File: src/sv/vrs_pkg.sv
// ----------------------------------------------------------------------------
// vrs_pkg: shared types and constants of the rope step block
// Fixed point widths, payload structs, register codes, sequencer states and
// the 24-bit position saturation used by the datapath.
// ----------------------------------------------------------------------------
package vrs_pkg;

  // Position and datapath widths
  localparam int PW   = 24;  // Q15.8 position
  localparam int SATW = 30;  // headroom for sums before saturation
  localparam int DW   = 25;  // difference of two positions
  localparam int DVW  = 26;  // divisor / length minus distance
  localparam int MW   = 51;  // shared multiplier product
  localparam int SQW  = 50;  // squared distance
  localparam int RW   = 25;  // square root
  localparam int NW   = 52;  // rounded dividend magnitude
  localparam int CW   = 28;  // clamped correction

  localparam int CFG_IW = 3;
  localparam int CFG_DW = 24;

  typedef logic signed [PW-1:0] pos_t;

  // Configuration register codes
  localparam logic [CFG_IW-1:0] CFG_ANCHOR_OFF_X = 3'd0;
  localparam logic [CFG_IW-1:0] CFG_ANCHOR_OFF_Y = 3'd1;
  localparam logic [CFG_IW-1:0] CFG_END_OFF_X    = 3'd2;
  localparam logic [CFG_IW-1:0] CFG_END_OFF_Y    = 3'd3;
  localparam logic [CFG_IW-1:0] CFG_END_ATTACHED = 3'd4;
  localparam logic [CFG_IW-1:0] CFG_SEG_LEN      = 3'd5;
  localparam logic [CFG_IW-1:0] CFG_GRAVITY      = 3'd6;
  localparam logic [CFG_IW-1:0] CFG_FRICTION     = 3'd7;

  // Operation codes
  localparam logic OP_INIT   = 1'b0;
  localparam logic OP_UPDATE = 1'b1;

  typedef struct packed {
    logic operation;
    pos_t anchor_x;
    pos_t anchor_y;
  } vrs_in_t;

  typedef struct packed {
    logic [5:0] point_index;
    pos_t       point_x;
    pos_t       point_y;
    pos_t       end_x;
    pos_t       end_y;
    logic       end_valid;
    logic       last;
  } vrs_out_t;

  typedef enum logic [4:0] {
    ST_IDLE, ST_INIT, ST_PIN, ST_GRD, ST_GWR,
    ST_LRD0, ST_LRD1, ST_LRD2, ST_MXX, ST_MYY, ST_SQST, ST_SQWT,
    ST_MCX, ST_DVX, ST_DXWT, ST_MCY, ST_DVY, ST_DYWT, ST_WRI, ST_WRP,
    ST_FRD, ST_FCAP, ST_FMX, ST_FMY, ST_FWR, ST_ORD, ST_OLD
  } vrs_state_e;

  localparam logic signed [SATW-1:0] SAT_HI = SATW'(2**(PW-1) - 1);
  localparam logic signed [SATW-1:0] SAT_LO = -SAT_HI - SATW'(1);

  // Clamp a wide signed value to the 24-bit position range
  function automatic pos_t sat_pos(input logic signed [SATW-1:0] v);
    pos_t r;
    if (v > SAT_HI) begin
      r = SAT_HI[PW-1:0];
    end else if (v < SAT_LO) begin
      r = SAT_LO[PW-1:0];
    end else begin
      r = v[PW-1:0];
    end
    return r;
  endfunction

endpackage

File: src/sv/vrs_rdiv.sv
// ----------------------------------------------------------------------------
// vrs_rdiv: iterative rounding divider
// Signed dividend over positive divisor, rounded half away from zero,
// restoring shift-subtract one bit per cycle; result clamped to +/-2^26.
// ----------------------------------------------------------------------------
module vrs_rdiv import vrs_pkg::*; (
  input  logic                  clk_i,
  input  logic                  rst_ni,
  input  logic                  start_i,
  input  logic signed [MW-1:0]  num_i,
  input  logic [DVW-1:0]        den_i,
  output logic                  done_o,
  output logic signed [CW-1:0]  quo_o
);

  localparam int CNTW = $clog2(NW + 1);
  localparam logic [NW-1:0] LIM = NW'(1) << (CW - 2);

  logic [NW-1:0]   dvd_q;
  logic [DVW-1:0]  rem_q, den_q;
  logic [CNTW-1:0] cnt_q;
  logic            neg_q, busy_q, done_q;
  logic [MW-1:0]   mag;
  logic [DVW:0]    rem_sh;
  logic            ge;
  logic [NW-1:0]   qclamp;

  assign mag    = num_i[MW-1] ? MW'(-num_i) : MW'(num_i);
  assign rem_sh = {rem_q, dvd_q[NW-1]};
  assign ge     = rem_sh >= {1'b0, den_q};
  assign qclamp = (dvd_q > LIM) ? LIM : dvd_q;

  // Control
  always_ff @(posedge clk_i or negedge rst_ni) begin
    if (!rst_ni) begin
      busy_q <= 1'b0;
      done_q <= 1'b0;
      cnt_q  <= '0;
    end else begin
      done_q <= 1'b0;
      if (start_i) begin
        busy_q <= 1'b1;
        cnt_q  <= CNTW'(NW);
      end else if (busy_q) begin
        cnt_q <= cnt_q - CNTW'(1);
        if (cnt_q == CNTW'(1)) begin
          busy_q <= 1'b0;
          done_q <= 1'b1;
        end
      end
    end
  end

  // Shift and subtract
  always_ff @(posedge clk_i) begin
    if (start_i) begin
      dvd_q <= NW'(mag) + NW'(den_i >> 1);
      rem_q <= '0;
      den_q <= den_i;
      neg_q <= num_i[MW-1];
    end else if (busy_q) begin
      rem_q <= ge ? DVW'(rem_sh - {1'b0, den_q}) : rem_sh[DVW-1:0];
      dvd_q <= {dvd_q[NW-2:0], ge};
    end
  end

  assign done_o = done_q;
  assign quo_o  = neg_q ? -$signed(qclamp[CW-1:0]) : $signed(qclamp[CW-1:0]);

endmodule

File: config.mk
export PLATFORM = sky130hd
export DESIGN_NAME = vrs_rdiv
export DESIGN_NICKNAME = d
export VERILOG_FILES = /design/src/sv/vrs_pkg.sv /design/src/sv/vrs_rdiv.sv
export SDC_FILE = /design/constraint.sdc
export NUM_CORES = 1
export LEC_CHECK = 0
export ABC_AREA = 1
export BUFFER_PORTS_ARGS = -buffer_cell sky130_fd_sc_hd__buf_4
export CAP_MARGIN = 0
export CELL_PAD_IN_SITES_DETAIL_PLACEMENT = 0
export CELL_PAD_IN_SITES_GLOBAL_PLACEMENT = 1
export CORE_MARGIN = 2
export CORE_UTILIZATION = 40
export DETAILED_ROUTE_END_ITERATION = 10
export GPL_ROUTABILITY_DRIVEN = 0
export MAX_ROUTING_LAYER = met4
export PLACE_DENSITY = 0.75
export SLEW_MARGIN = 20
export SYNTH_ARGS = -nofsm -noshare
export SYNTH_HDL_FRONTEND = slang
export SYNTH_SLANG_ARGS = --single-unit
File: constraint.sdc
create_clock -name clk_i -period 2.8 [get_ports clk_i]
set_input_delay 0.14 -clock clk_i [delete_from_list [all_inputs] [get_ports clk_i]]
set_output_delay 0.14 -clock clk_i [all_outputs]
set_load 0.005 [all_outputs]
==> qor.txt <==
Cell taking the most area after synthesis: edfxtp_1
Total CTS buffers: 17
Worst Skew: 0.0230 ns
IO buf count: 108
Max Slew Vio Count: 0
Met1 WL: 17100 µm
Post-layout min period: 2.78 ns
CP startpoint: dvd_q[15]$_DFFE_PP_
Initial antenna violation count: 0
Post-synth EDFFs: 79
Share of the synthesized area in the top cell type: 20.8%
CP required: 2.66 ns
Max Buffers Root-to-Sink: 2
Mapped Area: 0.0114 mm²
CP arrival: 2.64 ns
Clock transition at path regs: 0.06 ns
CP Class: reg -> out
Die extent in x: 173 µm
Clk root buf: clkbuf_16
Synth Warn #: 0
Peak supply drop: 472 µV
Grt total ovfl: 0
Fin cells: 2421
Worst hold-check path type: in -> async
Leak: 7.24 nW
Measured slew at the worst slew-check pin: 0.650 ns
Mapped Nets: 1875
WL per Instance: 16.3 µm
Switch share: 41.2%
Combinational power share: 48.0%
R2r setup slk: 0.15 ns
Setup WS post-layout: 0.0204 ns
Clock Sinks: 113
Psw: 3.71 mW
Pre-CTS WS: -0.329 ns
Overall power: 8.98 mW
H-Tree Depth: 4
DR pass1 iterations: 5
RSZ-0062 raised after global routing: yes
Global-route wire length before repair: 62600 µm
Die Height: 173 µm
Post-synth top cells: 481 x nand2_1, 220 x nor2_1, 214 x inv_1, 116 x nand3_1, 104 x o21ai_0
Slowest stage delay, CP: 0.48 ns
Clk_lat worst skew: 0.42 ns
Setup crit start kind: flop
Post-Place Cells: 2339
IO Count: 109
Post-Syn Area per Cell: 6.57 µm²
Antenna Cells: 0
CTS tree: built
Starting Density: 40.8%
Fmax: 360 MHz
Max FO, Critical Path: 5
Synth Flop Type: edfxtp_1
Area grow syn2layout: 32.1%
Synth Instances: 1737
Site row count: 61
Final Setup Violations: 0
Tcrit/Tclk final: 99.3%
Final nets: 2168
Yosys reg bits: 113
Routed Antenna Nets: 0
DIE AREA: 0.0299 mm²
Via count: 12350
Fraction of layout cells with a size suffix above 1: 23.6%
Status: finished clean
Vias/cell: 5.10
P per Cell Area: 596 mW/mm²
P_int: 5.28 mW
Largest cells by area after synthesis: edfxtp_1 21%, nand2_1 16%, nor2_1 7.2%
Cell chain of the critical path: inv_2 -> nand4_1 -> nor2_1 -> nand2_1 -> nor2_1 -> nand2_2 -> nand2_4 -> inv_6 -> nor2_4 -> inv_2 -> ha_4 -> nand2_4 -> nand2_2 -> o21ai_2 -> xor2_1 -> buf_4
Sequential cell fraction of total power: 27.7%
DR DRC count: 0
R2r endpoint: rem_q[22]$_SDFFE_PP0P_
Fillers: 2808
Most common cell in the netlist: nand2_1
DP HPWL: 31600 µm
Routed WL: 39400 µm
Sequential-to-total area share from yosys stat: 27.1%
GRT Util Overall: 26.9%
Clk pwr share: 24.3%
Met3 WL: 1560 µm
Post-synthesis cell type count: 50
Asr flop ratio synth: 7.08%
Max-slew headroom: 56.7%
Initial DRC count: 859
Top Metal Used: met4
CP Capture Type: output port
R2R cell count: 17
Core footprint: 0.0279 mm²
Final Hold Fails: 0
Largest net degree at the start of global routing: 62
CP endpoint: quo_o[6]
Launching point of the worst reg2reg path: dvd_q[51]$_DFFE_PP_
Vias in the first global route: 11885
WL met2: 19800 µm
Crit-path slowest cell: edfxtp_1
Max_cap viols: 0
TNS Setup: 0 ns
power groups by stage:
stage	combinational (mW)	sequential [mW]	clock, mW
floorplan	2.80	2.42	0
global placement	4.07	2.51	0
detailed placement	4.09	2.52	0
CTS	4.18	2.48	2.22
global route	4.84	2.54	2.29
finish	4.31	2.49	2.19
layer usage:
metal | global-route usage (%) | up-vias
met1 | 32.7 | 5684
li1 | - | 6295
met5 | - | -
met4 | 7.24 | 0
met2 | 47.8 | 324
met3 | 2.24 | 47
critical path, delay by kind of cell, from the launching register on:
kind | cells | cell delay, ns
AOI/OAI and AO/OA | 1 | 0.09
xor gates and xnor gates | 1 | 0.24
adders and majority gates | 1 | 0.17
buffers and inverters | 4 | 0.40
DFF | 1 | 0.48
and+or+nand+nor | 9 | 0.86
layout make-up:
type / count / area, µm² / share of cell area [%]
multi-input combinational: 1364 / 7590 / 50.4
sequential: 113 / 3090 / 20.5
timing repair buffer: 311 / 2470 / 16.4
inverter: 223 / 848 / 5.63
clock buffer: 26 / 553 / 3.67
tap: 378 / 473 / 3.14
clock inverter: 6 / 41.3 / 0.274
through the flow:
stage / utilization [%] / hold slack (ns) / instance area (µm²)
after detailed placement: 48.9 / -0.0370 / 13700
final: 53.9 / 0.0744 / 15100
after CTS: 52.5 / 0.0624 / 14700
after global routing: 53.9 / 0.0871 / 15100
after global placement: 48.9 / -0.0364 / 13700
after floorplan: - / -0.156 / 11400
how the worst min path moves through the flow:
| stage | cells past startpoint | to | slack, ns | startpoint |
|---|---|---|---|---|
| floorplan | 0 | busy_q$_DFF_PN0_ | -0.16 | rst_ni |
| global route | 2 | cnt_q[2]$_DFFE_PN0P_ | 0.09 | rst_ni |
| finish | 2 | cnt_q[2]$_DFFE_PN0P_ | 0.07 | rst_ni |
| detailed placement | 1 | busy_q$_DFF_PN0_ | -0.04 | rst_ni |
| CTS | 2 | cnt_q[2]$_DFFE_PN0P_ | 0.06 | rst_ni |
| global placement | 1 | done_o$_DFF_PN0_ | -0.04 | rst_ni |
timing repair:
item,4_1_cts,5_1_grt
cloned,1,1
setup buffers,6,15
endpoints found under the setup margin,27,61
hold buffers,27,0
pin swaps,11,29
endpoints found under the hold margin,34,0
gates resized for setup,28,73
registers in the layout, summed over array words and instances (netlist names):
name,cells
den_q,26
busy_q,1
dvd_q,52
cnt_q,6
neg_q,1
rem_q,26
done_o,1
cells by family (layout without fill, tap and decap cells):
logic type | after synthesis | count (layout) | share of synthesized area (%)
flip-flops | 113 | 113 | 27.1
buffers and inverters | 261 | 566 | 9.21
adder cells (fa/ha/maj) | 58 | 58 | 6.49
XOR/XNOR | 80 | 80 | 6.14
AND/OR/NAND/NOR | 974 | 975 | 38.6
AO/OA/AOI/OAI | 251 | 251 | 12.5
placed cells by master, fill, tap and decap left out, drive strengths merged, types with 10 or more instances in the layout:
master       netlist  routed
o21ai            130     130
nor2             253     253
nand2            515     516
dlygate4sd3        0      27
edfxtp            79      79
a21oi             72      72
inv              222     223
nand4             55      55
xnor2             30      30
nand3            128     128
buf               20     283
ha                56      56
clkbuf            18      27
a31oi             13      13
dfxtp             26      26
xor2              50      50
nor3              10      10
No activity file was read; power rests on OpenSTA's default activity.
