**config.mk**
```make
export PLATFORM = sky130hd
export DESIGN_NAME = vrs_store
export DESIGN_NICKNAME = d
export VERILOG_FILES = /design/src/sv/vrs_pkg.sv /design/src/sv/vrs_store.sv
export SDC_FILE = /design/constraint.sdc
export NUM_CORES = 1
export LEC_CHECK = 0
export BUFFER_PORTS_ARGS = -buffer_cell sky130_fd_sc_hd__buf_2
export CORE_MARGIN = 10
export CORE_UTILIZATION = 61
export CTS_BUF_LIST = sky130_fd_sc_hd__clkbuf_8 sky130_fd_sc_hd__clkbuf_16
export DETAILED_ROUTE_END_ITERATION = 10
export PLACE_DENSITY = 0.79
export SYNTH_ARGS = -nofsm -noshare
export SYNTH_HDL_FRONTEND = slang
export SYNTH_SLANG_ARGS = --single-unit
```
**constraint.sdc**
```tcl
create_clock -name clk_i -period 2 [get_ports clk_i]
set_input_delay 0.3 -clock clk_i [delete_from_list [all_inputs] [get_ports clk_i]]
set_output_delay 0.3 -clock clk_i [all_outputs]
set_load 0.03 [all_outputs]
```
**src/sv/vrs_pkg.sv**
```systemverilog
// ----------------------------------------------------------------------------
// vrs_pkg: shared types and constants of the rope step block
// Fixed point widths, payload structs, register codes, sequencer states and
// the 24-bit position saturation used by the datapath.
// ----------------------------------------------------------------------------
package vrs_pkg;

  // Position and datapath widths
  localparam int PW   = 24;  // Q15.8 position
  localparam int SATW = 30;  // headroom for sums before saturation
  localparam int DW   = 25;  // difference of two positions
  localparam int DVW  = 26;  // divisor / length minus distance
  localparam int MW   = 51;  // shared multiplier product
  localparam int SQW  = 50;  // squared distance
  localparam int RW   = 25;  // square root
  localparam int NW   = 52;  // rounded dividend magnitude
  localparam int CW   = 28;  // clamped correction

  localparam int CFG_IW = 3;
  localparam int CFG_DW = 24;

  typedef logic signed [PW-1:0] pos_t;

  // Configuration register codes
  localparam logic [CFG_IW-1:0] CFG_ANCHOR_OFF_X = 3'd0;
  localparam logic [CFG_IW-1:0] CFG_ANCHOR_OFF_Y = 3'd1;
  localparam logic [CFG_IW-1:0] CFG_END_OFF_X    = 3'd2;
  localparam logic [CFG_IW-1:0] CFG_END_OFF_Y    = 3'd3;
  localparam logic [CFG_IW-1:0] CFG_END_ATTACHED = 3'd4;
  localparam logic [CFG_IW-1:0] CFG_SEG_LEN      = 3'd5;
  localparam logic [CFG_IW-1:0] CFG_GRAVITY      = 3'd6;
  localparam logic [CFG_IW-1:0] CFG_FRICTION     = 3'd7;

  // Operation codes
  localparam logic OP_INIT   = 1'b0;
  localparam logic OP_UPDATE = 1'b1;

  typedef struct packed {
    logic operation;
    pos_t anchor_x;
    pos_t anchor_y;
  } vrs_in_t;

  typedef struct packed {
    logic [5:0] point_index;
    pos_t       point_x;
    pos_t       point_y;
    pos_t       end_x;
    pos_t       end_y;
    logic       end_valid;
    logic       last;
  } vrs_out_t;

  typedef enum logic [4:0] {
    ST_IDLE, ST_INIT, ST_PIN, ST_GRD, ST_GWR,
    ST_LRD0, ST_LRD1, ST_LRD2, ST_MXX, ST_MYY, ST_SQST, ST_SQWT,
    ST_MCX, ST_DVX, ST_DXWT, ST_MCY, ST_DVY, ST_DYWT, ST_WRI, ST_WRP,
    ST_FRD, ST_FCAP, ST_FMX, ST_FMY, ST_FWR, ST_ORD, ST_OLD
  } vrs_state_e;

  localparam logic signed [SATW-1:0] SAT_HI = SATW'(2**(PW-1) - 1);
  localparam logic signed [SATW-1:0] SAT_LO = -SAT_HI - SATW'(1);

  // Clamp a wide signed value to the 24-bit position range
  function automatic pos_t sat_pos(input logic signed [SATW-1:0] v);
    pos_t r;
    if (v > SAT_HI) begin
      r = SAT_HI[PW-1:0];
    end else if (v < SAT_LO) begin
      r = SAT_LO[PW-1:0];
    end else begin
      r = v[PW-1:0];
    end
    return r;
  endfunction

endpackage

```
**src/sv/vrs_store.sv**
```systemverilog
// ----------------------------------------------------------------------------
// vrs_store: one position store
// Single write port, one registered read port; per-entry valid bits make
// entries read as zero until written after reset.
// ----------------------------------------------------------------------------
module vrs_store import vrs_pkg::*; #(
  parameter int DEPTH = 16,
  parameter int AW    = 4
) (
  input  logic          clk_i,
  input  logic          rst_ni,
  input  logic          we_i,
  input  logic [AW-1:0] waddr_i,
  input  pos_t          wdata_i,
  input  logic [AW-1:0] raddr_i,
  output pos_t          rdata_o
);

  pos_t             mem [DEPTH];
  logic [DEPTH-1:0] vld_q;
  pos_t             rdata_q;

  // Track written entries
  always_ff @(posedge clk_i or negedge rst_ni) begin
    if (!rst_ni) begin
      vld_q <= '0;
    end else if (we_i) begin
      vld_q[waddr_i] <= 1'b1;
    end
  end

  // Write and registered read
  always_ff @(posedge clk_i) begin
    if (we_i) begin
      mem[waddr_i] <= wdata_i;
    end
    rdata_q <= vld_q[raddr_i] ? mem[raddr_i] : '0;
  end

  assign rdata_o = rdata_q;

endmodule

```
==> results of run 1 <==
==> layer usage <==
| layer | vias to the layer above | routed length (um) | part of all wire [%] | global-route usage (%) |
|---|---|---|---|---|
| met5 | - | 13 | 0.038 | 0 |
| met4 | 2 | 823 | 2.4 | 6.78 |
| met3 | 65 | 2730 | 8.0 | 3.37 |
| met2 | 393 | 17600 | 52 | 35.3 |
| met1 | 3925 | 12800 | 38 | 26.8 |
| li1 | 3095 | - | - | - |
==> placed cells by master, fill, tap and decap left out, types with 4 or more instances in the layout <==
| master | count |
|---|---|
| clkinv_2 | 8 |
| clkbuf_16 | 42 |
| mux4_2 | 100 |
| nor3_4 | 4 |
| clkinv_1 | 9 |
| dfxtp_1 | 24 |
| nor2_2 | 13 |
| buf_12 | 22 |
| inv_1 | 9 |
| edfxtp_1 | 384 |
| clkbuf_8 | 4 |
| or2_2 | 16 |
| buf_2 | 56 |
| buf_4 | 22 |
| a22oi_1 | 48 |
| dfrtp_1 | 16 |
| a21oi_1 | 24 |
==> cell type report <==
cell class | count | area, sq um
clock buffers | 46 | 1110
repair buffers | 102 | 907
fillers | 1379 | 7110
clock inverters | 28 | 154
flip-flops and latches | 424 | 12400
diodes | 2 | 5.00
well taps | 330 | 413
multi-input cells | 218 | 3080
==> cell usage after synthesis, types with 2 or more instances <==
cell type,count,area (sq um)
a22oi_1,48,360
nand3b_1,2,15.0
nand2b_1,2,12.5
edfxtp_1,384,11500
mux4_2,100,2250
or2_2,16,100
a22o_1,2,17.5
buf_4,5,37.5
nor2_1,13,48.8
dfrtp_1,16,400
buf_2,11,55.1
nor2b_1,2,12.5
buf_6,3,33.8
a21oi_1,24,120
clkbuf_1,14,52.6
nor3_1,4,20.0
buf_1,2,7.51
dfxtp_1,24,480
==> logic make-up after synthesis <==
family / Yosys count
AO/OA/AOI/OAI: 74
buffers and inverters: 35
flip-flops: 424
multiplexers: 100
AND/OR/NAND/NOR: 44
==> final timing paths <==
kind,startpoint,to,slack [ns],depth (start not counted)
setup / recovery,vld_q[13],rdata_o[23],0.29,5
hold / removal,wdata_i[20],mem[10][20],0.13,1
setup reg to reg,vld_q[13],rdata_o[23],0.29,5
hold reg to reg,vld_q[4],vld_q[4],0.46,1
max in group asynchronous,rst_ni,vld_q[12],1.50,2
min in group asynchronous,rst_ni,vld_q[7],0.24,2
==> registers in the layout, indices dropped and copies added, names as in the netlist <==
name / cells
mem: 384
rdata_o: 24
vld_q: 16
==> stage by stage <==
step                util [%]  cells
floorplan                  -    677
global placement        66.7   1073
detailed placement      66.7   1073
CTS                     71.8   1148
global route            71.8   1150
finish                  71.8   1150
==> worst max-delay path: stages, from the launching register on <==
cell,delay (ns)
dfrtp_1,0.38
mux4_2,0.48
a22o_1,0.28
nor2_4,0.14
buf_12,0.21
a21oi_1,0.09
==> power by group <==
part | internal, W | switching [W]
logic | 0.000500 | 0.000743
registers | 0.00996 | 0.000106
clock network | 0.00408 | 0.00306
==> what timing repair did <==
action                                 in CTS  in global routing
resized for setup                           0                  0
hold buffers                                1                  0
setup buffers                               0                  0
endpoints found under the hold margin      16                  0
==> reports/results.tsv, run 1 <==
metric	value	unit
Pwr Density	1020	nW/um^2
CTS buffer count	41	
crit path capture type	register	
GRT Total Usage	20.7	%
wirelength, routed	34100	um
synthesized instance count	677	
core area	25200	sq um
die height	180	um
status	finished, final reports clean	
first-pass GRT wire length	50500	um
vias after detailed routing	7480	
# rows	58	
register area share after synthesis	79.6	%
final setup violation count	0	
drt pass-1 iters	5	
final net count	822	
crit share post-route	85.5	%
fraction of layout cells with a size suffix above 1	35.9	%
Worst Path Arrival	2.11	ns
post-synthesis register bit count	424	
Initial Util	61.9	%
post-synthesis mux area share	14.4	%
largest net degree at the start of global routing	53	
RD Place Congestion	0.770	
DRC	0	
post-synth cell types	23	
DR vias/cell	6.50	
worst slew pin tran	0.379	ns
Synth Flop Type	edfxtp_1	
post-DP HPWL	17700	um
# clock sinks	424	
CP Max Fanout	21	
max frequency	585	MHz
Post-Syn Area per Cell	23.0	sq um
Synth Area in XOR/XNOR	0	%
die area	32400	sq um
RSZ-0062 raised after global routing	false	
WP data required	2.40	ns
Port Buffers	58	
Hold Vio Cnt, Final	0	
Hold WS	0.132	ns
Post-Synth Adder-Cell Area	0	%
Post-Syn Area	15600	sq um
Final Total Pwr	0.0184	W
CTS max path bufs	3	
syn_nets	712	
DP Worst Slack	0.119	ns
initial antenna violation count	3	
Leak	5.90	nW
Crit Path Category	reg -> reg	
minimum clock period	1.71	ns
chip width	180	um
H-tree levels	2	
slack of the critical path	0.291	ns
clk_lat worst skew	0.53	ns
wire per inst	29.6	um
Antenna Nets Post-Route	0	
CTS tree	done	
hold crit path type	in -> reg	
Area Overhead vs Synth	15.9	%
clock skew	0.0216	ns
Synth Area in Compound Gates	3.19	%
Ports	59	
TNS Setup	0	ns
Final Max Tran Viols	0	
Max IR drop VDD	0.881	mV
Slew headroom	74.7	%
clock-pin slew on the worst setup and hold paths	0.06	ns
grt ovf	0	
Post-Synth Simple-Gate Area	1.56	%
1st-iter DRT viols	797	
largest family of logic cells by synthesized area	multiplexers	
Design Area, Final	18100	sq um
Max Cap Viol	0	
FFs w/ async S/R, synth	3.77	%
synth warn	0	
CTS Root Cell	clkbuf_16	
area of placed instances	16800	sq um
vias in the first global route	7829	
Post-synth EDFFs	384	
startpoint type of the worst setup path	register	
Note: power is estimated with default switching activity, not from simulation.
==> run 2: changes to the inputs <==
==> constraint.sdc (replaced) <==
create_clock -name clk_i -period 1.6 [get_ports clk_i]
set_input_delay 0.24 -clock clk_i [delete_from_list [all_inputs] [get_ports clk_i]]
set_output_delay 0.24 -clock clk_i [all_outputs]
set_load 0.03 [all_outputs]
==> run 2 against run 1 <==
Effect of this change: the run now ends with negative setup slack left; utilization rose by 1.3 points; worst setup slack worse by 0.38 ns; clock skew decreased by 0.0048 ns; die area unchanged; global-route usage increased by 1.5 points; cell count increased by 2.3%; register-to-register slack worse by 0.38 ns; total power rose by 24%; cell area rose by 1.8%; via count grew 4.9%; critical path depth increased by 1.
==> reports/results.tsv, run 2 (same netlist as run 1, synthesis figures left out) <==
metric	value	unit	change
# clock sinks	424		unchanged
final setup violation count	24		was 0
chip width	180	um	unchanged
Antenna Nets Post-Route	0		unchanged
crit share post-route	106	%	was 85.5%
Worst Path Arrival	2.09	ns	was 2.11 ns
CTS buffer count	40		was 41
first-pass GRT wire length	53900	um	was 50500 um
core area	25200	sq um	unchanged
clock skew	0.0168	ns	was 0.0216 ns
Initial Util	61.9	%	unchanged
largest net degree at the start of global routing	45		was 53
Crit Reg-Reg Endpoint	rdata_o[11]		was rdata_o[23]
Register-to-Register Path Depth	6		was 5
Critical Path Sink	rdata_o[11]		was rdata_o[23]
fraction of layout cells with a size suffix above 1	39.7	%	was 35.9%
wirelength, routed	36300	um	was 34100 um
vias in the first global route	8263		was 7829
Layout Utilization	73.0	%	was 71.8%
die area	32400	sq um	unchanged
Pwr Density	1240	nW/um^2	was 1020 nW/um^2
slack of the critical path	-0.0889	ns	was 0.291 ns
minimum clock period	1.69	ns	was 1.71 ns
wire per inst	30.8	um	was 29.6 um
Slew headroom	74.5	%	was 74.7%
Buf/Inv on CP	2		was 1
Max IR drop VDD	0.922	mV	was 0.881 mV
hold crit path type	in -> reg		unchanged
drt pass-1 iters	5		unchanged
clk_lat worst skew	0.53	ns	about the same
clock-pin slew on the worst setup and hold paths	0.06	ns	about the same
CP Cell Sequence	mux4_2 > a22o_1 > nor2_4 > buf_12 > buf_12 > a21oi_1		was mux4_2 > a22o_1 > nor2_4 > buf_12 > a21oi_1
vias after detailed routing	7847		was 7480
WP data required	2.00	ns	was 2.40 ns
die height	180	um	unchanged
number of inserted diodes	0		was 2
Leak	6.06	nW	was 5.90 nW
Levels on crit path	6		was 5
initial antenna violation count	1		was 3
family with the most delay on the worst path	multiplexers		unchanged
CTS max path bufs	3		unchanged
final net count	852		was 822
reg2reg setup slack	-0.09	ns	was 0.29 ns
most frequent cells in the layout	edfxtp_1 (384), mux4_2 (100), buf_2 (56), a22oi_1 (48), buf_4 (43)		was edfxtp_1 (384), mux4_2 (100), buf_2 (56), a22oi_1 (48), clkbuf_16 (42)
M3 GR Usage	3.67	%	was 3.37%
Biggest register	mem		unchanged
Hold Vio Cnt, Final	0		unchanged
CTS tree	done		unchanged
CP Max Fanout	7		was 21
Hold WS	0.0871	ns	was 0.132 ns
crit path capture type	register		unchanged
Ports	59		unchanged
failing checks	negative setup slack		
max frequency	592	MHz	was 585 MHz
placed cells	1101		was 1073
1st-iter DRT viols	955		was 797
RSZ-0062 raised after global routing	true		was false
Area Overhead vs Synth	18.0	%	was 15.9%
# rows	58		unchanged
Largest register FFs	384		unchanged
Final Max Tran Viols	0		unchanged
GR Layer Usage met2	37.7	%	was 35.3%
Post-Layout Cell Count	1177		was 1150
FF-to-FF Start	vld_q[13]		unchanged
commonest non-fill, non-tap cell in the layout	edfxtp_1		unchanged
DRC	0		unchanged
Port Buffers	58		unchanged
worst slew pin tran	0.381	ns	was 0.379 ns
TNS Setup	-1.72	ns	was 0 ns
GRT busiest layer	met2		unchanged
CP max stage cell	mux4_2		unchanged
status	finished with violations		was finished, final reports clean
Worst Setup SP	vld_q[13]		unchanged
startpoint type of the worst setup path	register		unchanged
RD Place Congestion	0.790		was 0.770
GRT Total Usage	22.2	%	was 20.7%
grt ovf	0		unchanged
Crit Path Category	reg -> reg		unchanged
Worst path most repeated cell	buf_12		
GR Util met1	28.6	%	was 26.8%
H-tree levels	2		unchanged
Largest stage delay, worst path	0.47	ns	was 0.48 ns
post-DP HPWL	20400	um	was 17700 um
CTS Root Cell	clkbuf_16		unchanged
Max Cap Viol	0		unchanged
DR vias/cell	6.67		was 6.50
run 2: area by class of cell:
| cell class | count | area [sq um] |
|---|---|---|
| Multi-Input combinational cell | 218 | 3140 |
| Tap cell | 330 | 413 |
| Clock buffer | 42 | 1030 |
| Sequential cell | 424 | 12400 |
| Timing Repair Buffer | 133 | 1260 |
| Clock inverter | 30 | 143 |
| Fill cell | 1310 | 6790 |
run 2: report_power, final:
part           leakage (nW)  switching (W)  total, W  internal [W]
sequential             3.83       0.000132    0.0126        0.0124
combinational          1.61        0.00102   0.00177      0.000748
clock                 0.619        0.00384   0.00849       0.00464
run 2: worst register-to-register path, cell delays in order (launching register included):
cell and delay [ns]:
dfrtp_1 0.38, mux4_2 0.47, a22o_1 0.25, nor2_4 0.13, buf_12 0.14, buf_12 0.15
a21oi_1 0.05
run 2: per-layer routing:
metal	up-vias	part of all wire, %
li1	3154	-
met1	4057	35
met2	534	52
met3	100	9.1
met4	2	3.5
met5	-	0.030
run 2: worst min-delay path by stage:
stage	start	end	slack, ns	cells after the start
floorplan	rst_ni	vld_q[0]	-0.06	0
global placement	rst_ni	vld_q[3]	0.16	1
detailed placement	rst_ni	vld_q[3]	0.16	1
CTS	wdata_i[1]	mem[5][1]	0.07	1
global route	wdata_i[7]	mem[13][7]	0.09	1
finish	wdata_i[0]	mem[3][0]	0.09	1
run 2: through the flow:
stage                     total power (W)  setup slack (ns)  area [sq um]
after floorplan                    0.0137            -0.339         15700
after global placement             0.0143            -0.136         17100
after detailed placement           0.0144            -0.198         17100
after CTS                          0.0228           -0.0809         18300
after global routing               0.0235            -0.122         18400
final                              0.0228           -0.0889         18400
run 2: repair_timing:
item | 4_1_cts | 5_1_grt
hold buffers | 1 | 0
endpoints found under the setup margin | 24 | 24
gates resized for setup | 7 | 11
buffers inserted | 1 | 1
pin swaps | 1 | 2
gates cloned | 0 | 1
hold endpoints to repair | 16 | 0
