<file path="config.mk">
export PLATFORM = sky130hd
export DESIGN_NAME = vrs_isqrt
export DESIGN_NICKNAME = d
export VERILOG_FILES = /design/src/sv/vrs_pkg.sv /design/src/sv/vrs_isqrt.sv
export SDC_FILE = /design/constraint.sdc
export NUM_CORES = 1
export LEC_CHECK = 0
export ABC_AREA = 1
export BUFFER_PORTS_ARGS = -buffer_cell sky130_fd_sc_hd__buf_4
export CAP_MARGIN = 20
export CORE_MARGIN = 5
export CORE_UTILIZATION = 39
export CTS_BUF_LIST = sky130_fd_sc_hd__clkbuf_4 sky130_fd_sc_hd__clkbuf_8 sky130_fd_sc_hd__clkbuf_16
export DETAILED_ROUTE_END_ITERATION = 6
export PLACE_DENSITY_LB_ADDON = 0.1
export SYNTH_ARGS = -nofsm -noshare
export SYNTH_HDL_FRONTEND = slang
export SYNTH_SLANG_ARGS = --single-unit
export TNS_END_PERCENT = 20
</file>
<file path="constraint.sdc">
create_clock -name clk_i -period 4.95 [get_ports clk_i]
set_input_delay 0.495 -clock clk_i [delete_from_list [all_inputs] [get_ports clk_i]]
set_output_delay 0.495 -clock clk_i [all_outputs]
set_load 0.005 [all_outputs]
</file>
<file path="src/sv/vrs_pkg.sv">
// ----------------------------------------------------------------------------
// vrs_pkg: shared types and constants of the rope step block
// Fixed point widths, payload structs, register codes, sequencer states and
// the 24-bit position saturation used by the datapath.
// ----------------------------------------------------------------------------
package vrs_pkg;

  // Position and datapath widths
  localparam int PW   = 24;  // Q15.8 position
  localparam int SATW = 30;  // headroom for sums before saturation
  localparam int DW   = 25;  // difference of two positions
  localparam int DVW  = 26;  // divisor / length minus distance
  localparam int MW   = 51;  // shared multiplier product
  localparam int SQW  = 50;  // squared distance
  localparam int RW   = 25;  // square root
  localparam int NW   = 52;  // rounded dividend magnitude
  localparam int CW   = 28;  // clamped correction

  localparam int CFG_IW = 3;
  localparam int CFG_DW = 24;

  typedef logic signed [PW-1:0] pos_t;

  // Configuration register codes
  localparam logic [CFG_IW-1:0] CFG_ANCHOR_OFF_X = 3'd0;
  localparam logic [CFG_IW-1:0] CFG_ANCHOR_OFF_Y = 3'd1;
  localparam logic [CFG_IW-1:0] CFG_END_OFF_X    = 3'd2;
  localparam logic [CFG_IW-1:0] CFG_END_OFF_Y    = 3'd3;
  localparam logic [CFG_IW-1:0] CFG_END_ATTACHED = 3'd4;
  localparam logic [CFG_IW-1:0] CFG_SEG_LEN      = 3'd5;
  localparam logic [CFG_IW-1:0] CFG_GRAVITY      = 3'd6;
  localparam logic [CFG_IW-1:0] CFG_FRICTION     = 3'd7;

  // Operation codes
  localparam logic OP_INIT   = 1'b0;
  localparam logic OP_UPDATE = 1'b1;

  typedef struct packed {
    logic operation;
    pos_t anchor_x;
    pos_t anchor_y;
  } vrs_in_t;

  typedef struct packed {
    logic [5:0] point_index;
    pos_t       point_x;
    pos_t       point_y;
    pos_t       end_x;
    pos_t       end_y;
    logic       end_valid;
    logic       last;
  } vrs_out_t;

  typedef enum logic [4:0] {
    ST_IDLE, ST_INIT, ST_PIN, ST_GRD, ST_GWR,
    ST_LRD0, ST_LRD1, ST_LRD2, ST_MXX, ST_MYY, ST_SQST, ST_SQWT,
    ST_MCX, ST_DVX, ST_DXWT, ST_MCY, ST_DVY, ST_DYWT, ST_WRI, ST_WRP,
    ST_FRD, ST_FCAP, ST_FMX, ST_FMY, ST_FWR, ST_ORD, ST_OLD
  } vrs_state_e;

  localparam logic signed [SATW-1:0] SAT_HI = SATW'(2**(PW-1) - 1);
  localparam logic signed [SATW-1:0] SAT_LO = -SAT_HI - SATW'(1);

  // Clamp a wide signed value to the 24-bit position range
  function automatic pos_t sat_pos(input logic signed [SATW-1:0] v);
    pos_t r;
    if (v > SAT_HI) begin
      r = SAT_HI[PW-1:0];
    end else if (v < SAT_LO) begin
      r = SAT_LO[PW-1:0];
    end else begin
      r = v[PW-1:0];
    end
    return r;
  endfunction

endpackage

</file>
<file path="src/sv/vrs_isqrt.sv">
// ----------------------------------------------------------------------------
// vrs_isqrt: iterative integer square root
// Digit-by-digit method, one result bit per cycle, floor of the root.
// ----------------------------------------------------------------------------
module vrs_isqrt import vrs_pkg::*; (
  input  logic           clk_i,
  input  logic           rst_ni,
  input  logic           start_i,
  input  logic [SQW-1:0] rad_i,
  output logic           done_o,
  output logic [RW-1:0]  root_o
);

  logic [SQW-1:0] v_q, r_q, b_q;
  logic           busy_q, done_q;
  logic [SQW-1:0] trial;

  assign trial = r_q + b_q;

  // Control
  always_ff @(posedge clk_i or negedge rst_ni) begin
    if (!rst_ni) begin
      busy_q <= 1'b0;
      done_q <= 1'b0;
    end else begin
      done_q <= 1'b0;
      if (start_i) begin
        busy_q <= 1'b1;
      end else if (busy_q && b_q == SQW'(1)) begin
        busy_q <= 1'b0;
        done_q <= 1'b1;
      end
    end
  end

  // Advance one bit per cycle
  always_ff @(posedge clk_i) begin
    if (start_i) begin
      v_q <= rad_i;
      r_q <= '0;
      b_q <= SQW'(1) << (SQW - 2);
    end else if (busy_q) begin
      if (v_q >= trial) begin
        v_q <= v_q - trial;
        r_q <= (r_q >> 1) + b_q;
      end else begin
        r_q <= r_q >> 1;
      end
      b_q <= b_q >> 2;
    end
  end

  assign done_o = done_q;
  assign root_o = r_q[RW-1:0];

endmodule

</file>
==> metrics, run 1 <==
post-layout util=between 40% and 50%; post-route ant nets=0; Nets=~2,800; CP Launch Type=register; Worst Tran Pin Value=~0.91 ns; Core Area=between 30,000 and 40,000 sq um; gr ovfl total=0; drt total wl=slightly below 60 mm; Final Skew=roughly 0.0094 ns; Yosys cell types=49; syn avg cell area=5.83 sq um; Routed wire per std cell=about 19 um; CTS tree=built; Hold Violations, Final=0; status=completed; main area contributors after synthesis=nand2_1 19%, dfxtp_1 10%, edfxtp_1 10%, inv_1 9.3%, ha_1 8.7%; CTS max path bufs=2; CP Max Fanout=32; diode count=0; Mapped Nets=around 2,700; HP Start=rad_i[11]; # port buffers=slightly below 80; root buffer cell=clkbuf_16; die area=around 41,000 sq um; num rows=70; worst vdd ir=~0.28 mV; required time of the critical path=~5.3 ns; DRT iter0 DRCs=roughly 1,300; P_leak=7.51 nW; dpl cells=3,045; final worst slack=0.213 ns; first-pass GRT wire length=approximately 90 mm; CTS sink cnt=127; Clk Latency, worst-skew pair=roughly 0.46 ns; final setup violation count=0; Min-Delay Path Class=primary input to register; R2R setup slack=~0.21 ns; unrepaired setup endpoints after global routing=false; Worst setup EP type=register; Ys Warns=0; CP peak stage delay=0.44 ns; DIE WIDTH=about 200 um; Pint=4.34 mW; hold_ws=around 0.3 ns; cell count after synthesis=between 2,000 and 3,000; initial antenna violation count=0; combinational power share=65.9%; Crit path max-delay family=simple AND/OR/NAND/NOR gates; Final Cell Area=16,500 sq um; Post-route DRC=0; Power Total=9.04 mW; Top FF cell, synth=dfxtp_1; sequential element share of the synthesized area=about a fifth; flops & latches, synth=127; WS Path Type=register to register; final critical-path share of the clock period=a little over nine tenths; dpl cell area=between 15,000 and 20,000 sq um; GPL Wtd Cong=0.969; area grow syn2layout=12.9%; RR Endpoint=r_q[11]; Switching Share=between 50% and 60%; share of layout cells above drive strength 1=approximately 8.0%; FMAX=~210 MHz; crit-path most repeated cell=nand2_1; drt first pass iters=6; Post-Syn Area=approximately 15,000 sq um; I/O pins=between 70 and 80; Setup TNS=0 ns; clock-pin slew on the worst setup and hold paths=around 0.06 ns; Synth top area share=19.1%; Sw Pwr=4.71 mW; Critical path buffers and inverters=6; hold path endpoint=v_q[11]; hold path cells=3; Pins Over Slew Limit=0; Via density=between 5 and 6; Power per Cell Area=approximately 550 nW/um^2; Tmin final=between 4 and 5 ns; clock network fraction of total power=14.1%; DP HPWL=47.8 mm; Crit Reg-Reg Startpoint=r_q[24]; Crit. path cell count=27; area leader, netlist=nand2_1; H-tree Lvls=4; GRT Util Overall=a little over a quarter; pre-CTS setup slack=~0.42 ns; normalized max-slew margin=38.7%; Final Non-Filler Cells=approximately 3,100; cts repair resizes=0; CP max-delay cell=dfxtp_1; number of global-route vias before repair=roughly 16,000; via count=roughly 16,000; Num CTS Buffers=17; Max-cap violations=0; worst r2r path cells=27; async set-reset flop share out of synthesis=about 1.6%; CP arrival=between 5 and 6 ns; largest net degree at the start of global routing=64; register share of total power=20.0%; Initial Util=39.7%; die height=between 200 and 250 um; EDFF count, synth=50
-- worst max path at each step --
| stage | startpoint | end | slack (ns) |
|---|---|---|---|
| after CTS | r_q[24] | r_q[11] | 0.40 |
| after global placement | r_q[24] | r_q[11] | 0.43 |
| after global routing | r_q[24] | r_q[12] | 0.04 |
| final | r_q[24] | r_q[11] | 0.21 |
| after detailed placement | r_q[24] | r_q[11] | 0.42 |
| after floorplan | b_q[0] | v_q[0] | 0.31 |
-- worst min-delay path, delay by kind of cell --
family	cells	cell delay (ns)
buf+inv	1	0.07
simple gates	2	0.09
-- state kept, by name (all words and copies together), names as in the netlist --
name and cells:
r_q 50, b_q 25, busy_q 1, v_q 50, done_o 1
-- cell usage in the layout (no fill, tap or decap), types with 4 or more instances in the layout --
cell       count
o21ai_1        4
nor2_2         5
nor3_1        31
ha_1         102
nand2_2        6
nand2_1      742
a21oi_1      187
o211ai_1       5
a31oi_1        7
edfxtp_1      50
inv_1        362
nand3b_1      21
o31ai_1        4
nand3_1      179
buf_4        139
dfxtp_1       75
buf_12         4
nand4_1       27
xnor2_1       30
nor4_1        10
inv_2          8
clkbuf_16     17
o21bai_1      16
xor2_1        42
nor2_1       303
a21boi_0       6
or2_2          8
a21o_1        10
o21ai_0      169
inv_6          4
-- synthesized netlist by cell type, drive strengths merged (2+ instances only) --
| cell type | number |
|---|---|
| o21ai | 174 |
| xor2 | 42 |
| ha | 102 |
| nand2 | 749 |
| o31ai | 4 |
| nand3 | 181 |
| a31oi | 7 |
| nor3 | 32 |
| o2111ai | 2 |
| clkbuf | 34 |
| dfxtp | 75 |
| nand3b | 21 |
| edfxtp | 50 |
| o211ai | 5 |
| dfrtp | 2 |
| xnor2 | 30 |
| inv | 371 |
| nand4 | 27 |
| nor4 | 10 |
| buf | 37 |
| o21bai | 16 |
| a21boi | 6 |
| and3 | 2 |
| a21oi | 187 |
| nor2 | 309 |
| or2 | 8 |
| o21a | 3 |
| and2 | 3 |
| a21o | 10 |
-- final cells by class --
class | count | area [sq um]
tap | 468 | 586
inverter | 371 | 1400
clock buffer | 18 | 433
multi-input combinational | 1936 | 9740
fill | 4093 | 20300
sequential | 127 | 3050
clock inverter | 14 | 131
timing repair buffer | 144 | 1130
-- kinds of logic (layout without fill, tap and decap cells) --
family / count (synthesis) / after routing / synth area share, %
and+or+nand+nor: 1343 / 1343 / 38.2
AOI/OAI and AO/OA: 418 / 418 / 15.3
xor gates and xnor gates: 72 / 72 / 4.32
buffers and inverters: 442 / 547 / 12.3
DFF: 127 / 127 / 20.9
adders and majority gates: 103 / 103 / 8.88
-- power by group through the flow --
| stage | clock network (mW) | logic [mW] | registers (mW) |
|---|---|---|---|
| 6_report | 1.28 | 5.96 | 1.81 |
| 5_1_grt | 1.35 | 6.64 | 1.83 |
| 4_1_cts | 1.30 | 5.92 | 1.80 |
| 3_5_place_dp | 0 | 5.88 | 1.82 |
| 3_3_place_gp | 0 | 5.85 | 1.82 |
| 2_1_floorplan | 0 | 4.06 | 1.74 |
-- metal layers --
metal | part of all wire [%] | global-route usage [%] | routed length [um] | up-vias
met5 | 0 | 0 | 0 | -
met4 | 3.5 | 9.80 | 2060 | 0
met3 | 5.4 | 2.86 | 3130 | 96
met2 | 47 | 46.4 | 27100 | 540
met1 | 44 | 36.0 | 25700 | 7453
li1 | - | - | - | 8248
-- timing repair --
action / CTS / global route
setup buffers: 0 / 0
hold buffers: 1 / 0
endpoints found under the hold margin: 2 / 0
Power figures use the tool's default switching activity.
==> run 2, diff against run 1 <==
--- a/config.mk
+++ b/config.mk
@@ -5,7 +5,6 @@
 export SDC_FILE = /design/constraint.sdc
 export NUM_CORES = 1
 export LEC_CHECK = 0
-export ABC_AREA = 1
 export BUFFER_PORTS_ARGS = -buffer_cell sky130_fd_sc_hd__buf_4
 export CAP_MARGIN = 20
 export CORE_MARGIN = 5
==> metrics, run 2 <==
status=finished with violations; failing checks=setup timing; dpl cells=2,059 (-32%); diode count=0 (unchanged); EDFF count, synth=50 (unchanged); FMAX=195 MHz (-7.6%); DP HPWL=29.5 mm (-38%); Final Cell Area=15,300 sq um (-6.9%); Crit. Startpoint=r_q[10]; Routed wire per std cell=18.9 um (+0.58%); Mapped Nets=1,633 (-39%); share of layout cells above drive strength 1=27.0% (+19 points); Pins Over Slew Limit=0 (unchanged); CTS max path bufs=2 (unchanged); Min-Delay Path Class=primary input to register; Post-route DRC=0 (unchanged); HP Start=rad_i[49]; Post-Syn Area=11,700 sq um (-20%); area grow syn2layout=30.8%; CP arrival=5.27 ns (+0.18 ns); Crit Reg-Reg Startpoint=r_q[10]; Final Non-Filler Cells=2,121 (-31%); P_leak=6.53 nW (-13%); gr ovfl total=0 (unchanged); WS Path Type=register to register; dpl cell area=14,000 sq um (-12%); H-tree Lvls=4 (unchanged); Final Skew=0.0151 ns (+0.00575 ns); clock-pin slew on the worst setup and hold paths=0.07 ns (about the same); Nets=1,875 (-32%); CTS tree=built; fillers=2,915 (-29%); die height=183 um (-9.9%); Num CTS Buffers=17 (unchanged); # port buffers=78 (unchanged); DIE WIDTH=183 um (-9.9%); via count=12,047 (-26%); CTS sink cnt=127 (unchanged); largest net degree at the start of global routing=63 (-1.6%); root buffer cell=clkbuf_16; DRT iter0 DRCs=1,200 (-9.2%); final worst slack=-0.176 ns (-0.388 ns); Clk Latency, worst-skew pair=0.43 ns (-0.03 ns); drt total wl=40.2 mm (-31%); biggest regs=r_q x50, v_q x50, b_q x25; top cells by count, synth=155 x nand2_1, 139 x nor2_1, 130 x o21ai_0; cell count after synthesis=1,477 (-41%); hold path endpoint=v_q[49]; worst vdd ir=0.293 mV (+4.3%); normalized max-slew margin=47.5% (+8.8 points); Max-cap violations=0 (unchanged); CP Launch Type=register; most frequent cells in the layout=321 x buf_4, 153 x nand2_1, 137 x nor2_1, 116 x o21ai_0, 94 x a21oi_1; post-route ant nets=0 (unchanged); unrepaired setup endpoints after global routing=true; Tmin final=5.13 ns (+0.388 ns); I/O pins=79 (unchanged); Synth top area share=12.8% (-6.3 points); count leader, synth=nand2_1; Via density=5.68 (+7.0%); hold path cells=3 (unchanged); Worst Tran Pin Value=0.787 ns (-0.122 ns); R2R setup slack=-0.18 ns (-0.39 ns); Top FF cell, synth=dfxtp_1; Core Area=29,600 sq um (-19%); leading cell type in the layout, fill and taps excluded=buf_4; syn avg cell area=7.93 sq um (+36%); area leader, netlist=dfxtp_1; Power per Cell Area=578 nW/um^2 (+5.2%); async set-reset flop share out of synthesis=1.57% (unchanged); final critical-path share of the clock period=104% (+7.8 points); GRT Util Overall=23.0% (-4.3 points); initial antenna violation count=0 (unchanged); main area contributors after synthesis=dfxtp_1 13%, edfxtp_1 13%, ha_1 11%, o21ai_0 5.6%, xor2_1 5.1%; flops & latches, synth=127 (unchanged); Initial Util=39.5% (-0.13 points); die area=33,600 sq um (-19%); Yosys cell types=82 (+67%); Ys Warns=0 (unchanged); Hold Violations, Final=0 (unchanged); number of global-route vias before repair=11,286 (-29%); drt first pass iters=5 (-1); GPL Wtd Cong=0.933 (-3.7%); sequential element share of the synthesized area=26.1% (+5.1 points); final setup violation count=96 (+96); worst r2r path cells=23 (-15%); first-pass GRT wire length=62.2 mm (-29%); num rows=63 (-10%); RR Endpoint=v_q[29]; Worst setup EP type=register; CP Max Fanout=12 (-63%); required time of the critical path=5.09 ns (-0.21 ns); Power Total=8.86 mW (-2.1%)
==> run 2: changes by cell type after synthesis, sizes merged, moves of 21 or more <==
cell,before,now
nand2,749,155
inv,371,32
nor2,309,140
nand3,181,26
a21oi,187,101
a31oi,7,44
o21ai,174,137
mux2i,0,32
a211oi,0,29
clkbuf,34,61
xor2,42,68
a21o,10,34
nand3b,21,0
==> run 2: report_power, final <==
part	leakage [nW]	internal [mW]	switching, mW	total, mW
Sequential	1.15	1.50	0.197	1.70
Combinational	5.09	2.76	3.11	5.86
Clock	0.286	0.743	0.551	1.29
==> run 2: logic make-up after synthesis <==
family,synth area share [%]
AO/OA/AOI/OAI,27.0
XOR/XNOR,8.52
adder cells (fa/ha/maj),11.1
buffers and inverters,5.97
flip-flops,26.1
multiplexers,3.12
AND/OR/NAND/NOR,18.2
==> run 2: worst max-delay path, cell delays in order (launching register included) <==
cell and delay, ns:
dfxtp_2 0.34, ha_4 0.28, buf_6 0.09, nand4_1 0.15, nor3_2 0.21, a221o_1 0.23, a21oi_2 0.09, o211ai_1 0.36
a31oi_2 0.18, o21ai_1 0.15, nand2_1 0.10, xor2_2 0.20, ha_4 0.33, and4_4 0.22, nand4_1 0.16, nor4_4 0.30
nand3_1 0.13, or4_4 0.45, o211ai_4 0.12, buf_6 0.17, o21ai_2 0.11, nand2_4 0.14, buf_12 0.14, clkbuf_16 0.16
==> run 2: cell type report <==
cell class | count | area, sq um | area share (%)
Sequential cell | 127 | 3060 | 20.0
Clock buffer | 20 | 472 | 3.08
Multi-Input combinational cell | 1204 | 8370 | 54.6
Timing Repair Buffer | 337 | 2720 | 17.7
Inverter | 32 | 120 | 0.783
Clock inverter | 11 | 106 | 0.694
Tap cell | 390 | 488 | 3.18
==> run 2: worst max path at each step <==
stage	to	cells after the start
floorplan	v_q[0]	19
global placement	r_q[45]	23
detailed placement	r_q[7]	23
CTS	v_q[25]	23
global route	r_q[27]	25
finish	v_q[29]	23
==> run 2: repair_timing <==
action	4_1_cts	5_1_grt
cloned	3	1
endpoints found under the setup margin	105	123
hold buffers	1	0
buffers inserted	15	12
pin swaps	49	30
gates resized for setup	58	38
hold endpoints to repair	2	0
==> run 2: stage by stage <==
step           setup WS, ns  hold WS, ns  utilization [%]  setup TNS, ns
2_1_floorplan        0.0293        0.199                -              0
3_3_place_gp         -0.972        0.279             47.2         -83.90
3_5_place_dp          -1.02        0.278             47.2         -88.69
4_1_cts              -0.265        0.323             50.8         -19.92
5_1_grt              -0.341        0.338             51.7         -27.01
6_report             -0.176        0.340             51.7         -11.21
==> run 2: routing by layer <==
metal	vias up	GRT usage [%]	share of wire (%)
met1	5657	36.3	51
met2	424	33.2	41
met4	0	5.66	1.9
met5	-	0	0
li1	5922	-	-
met3	44	2.42	6.1
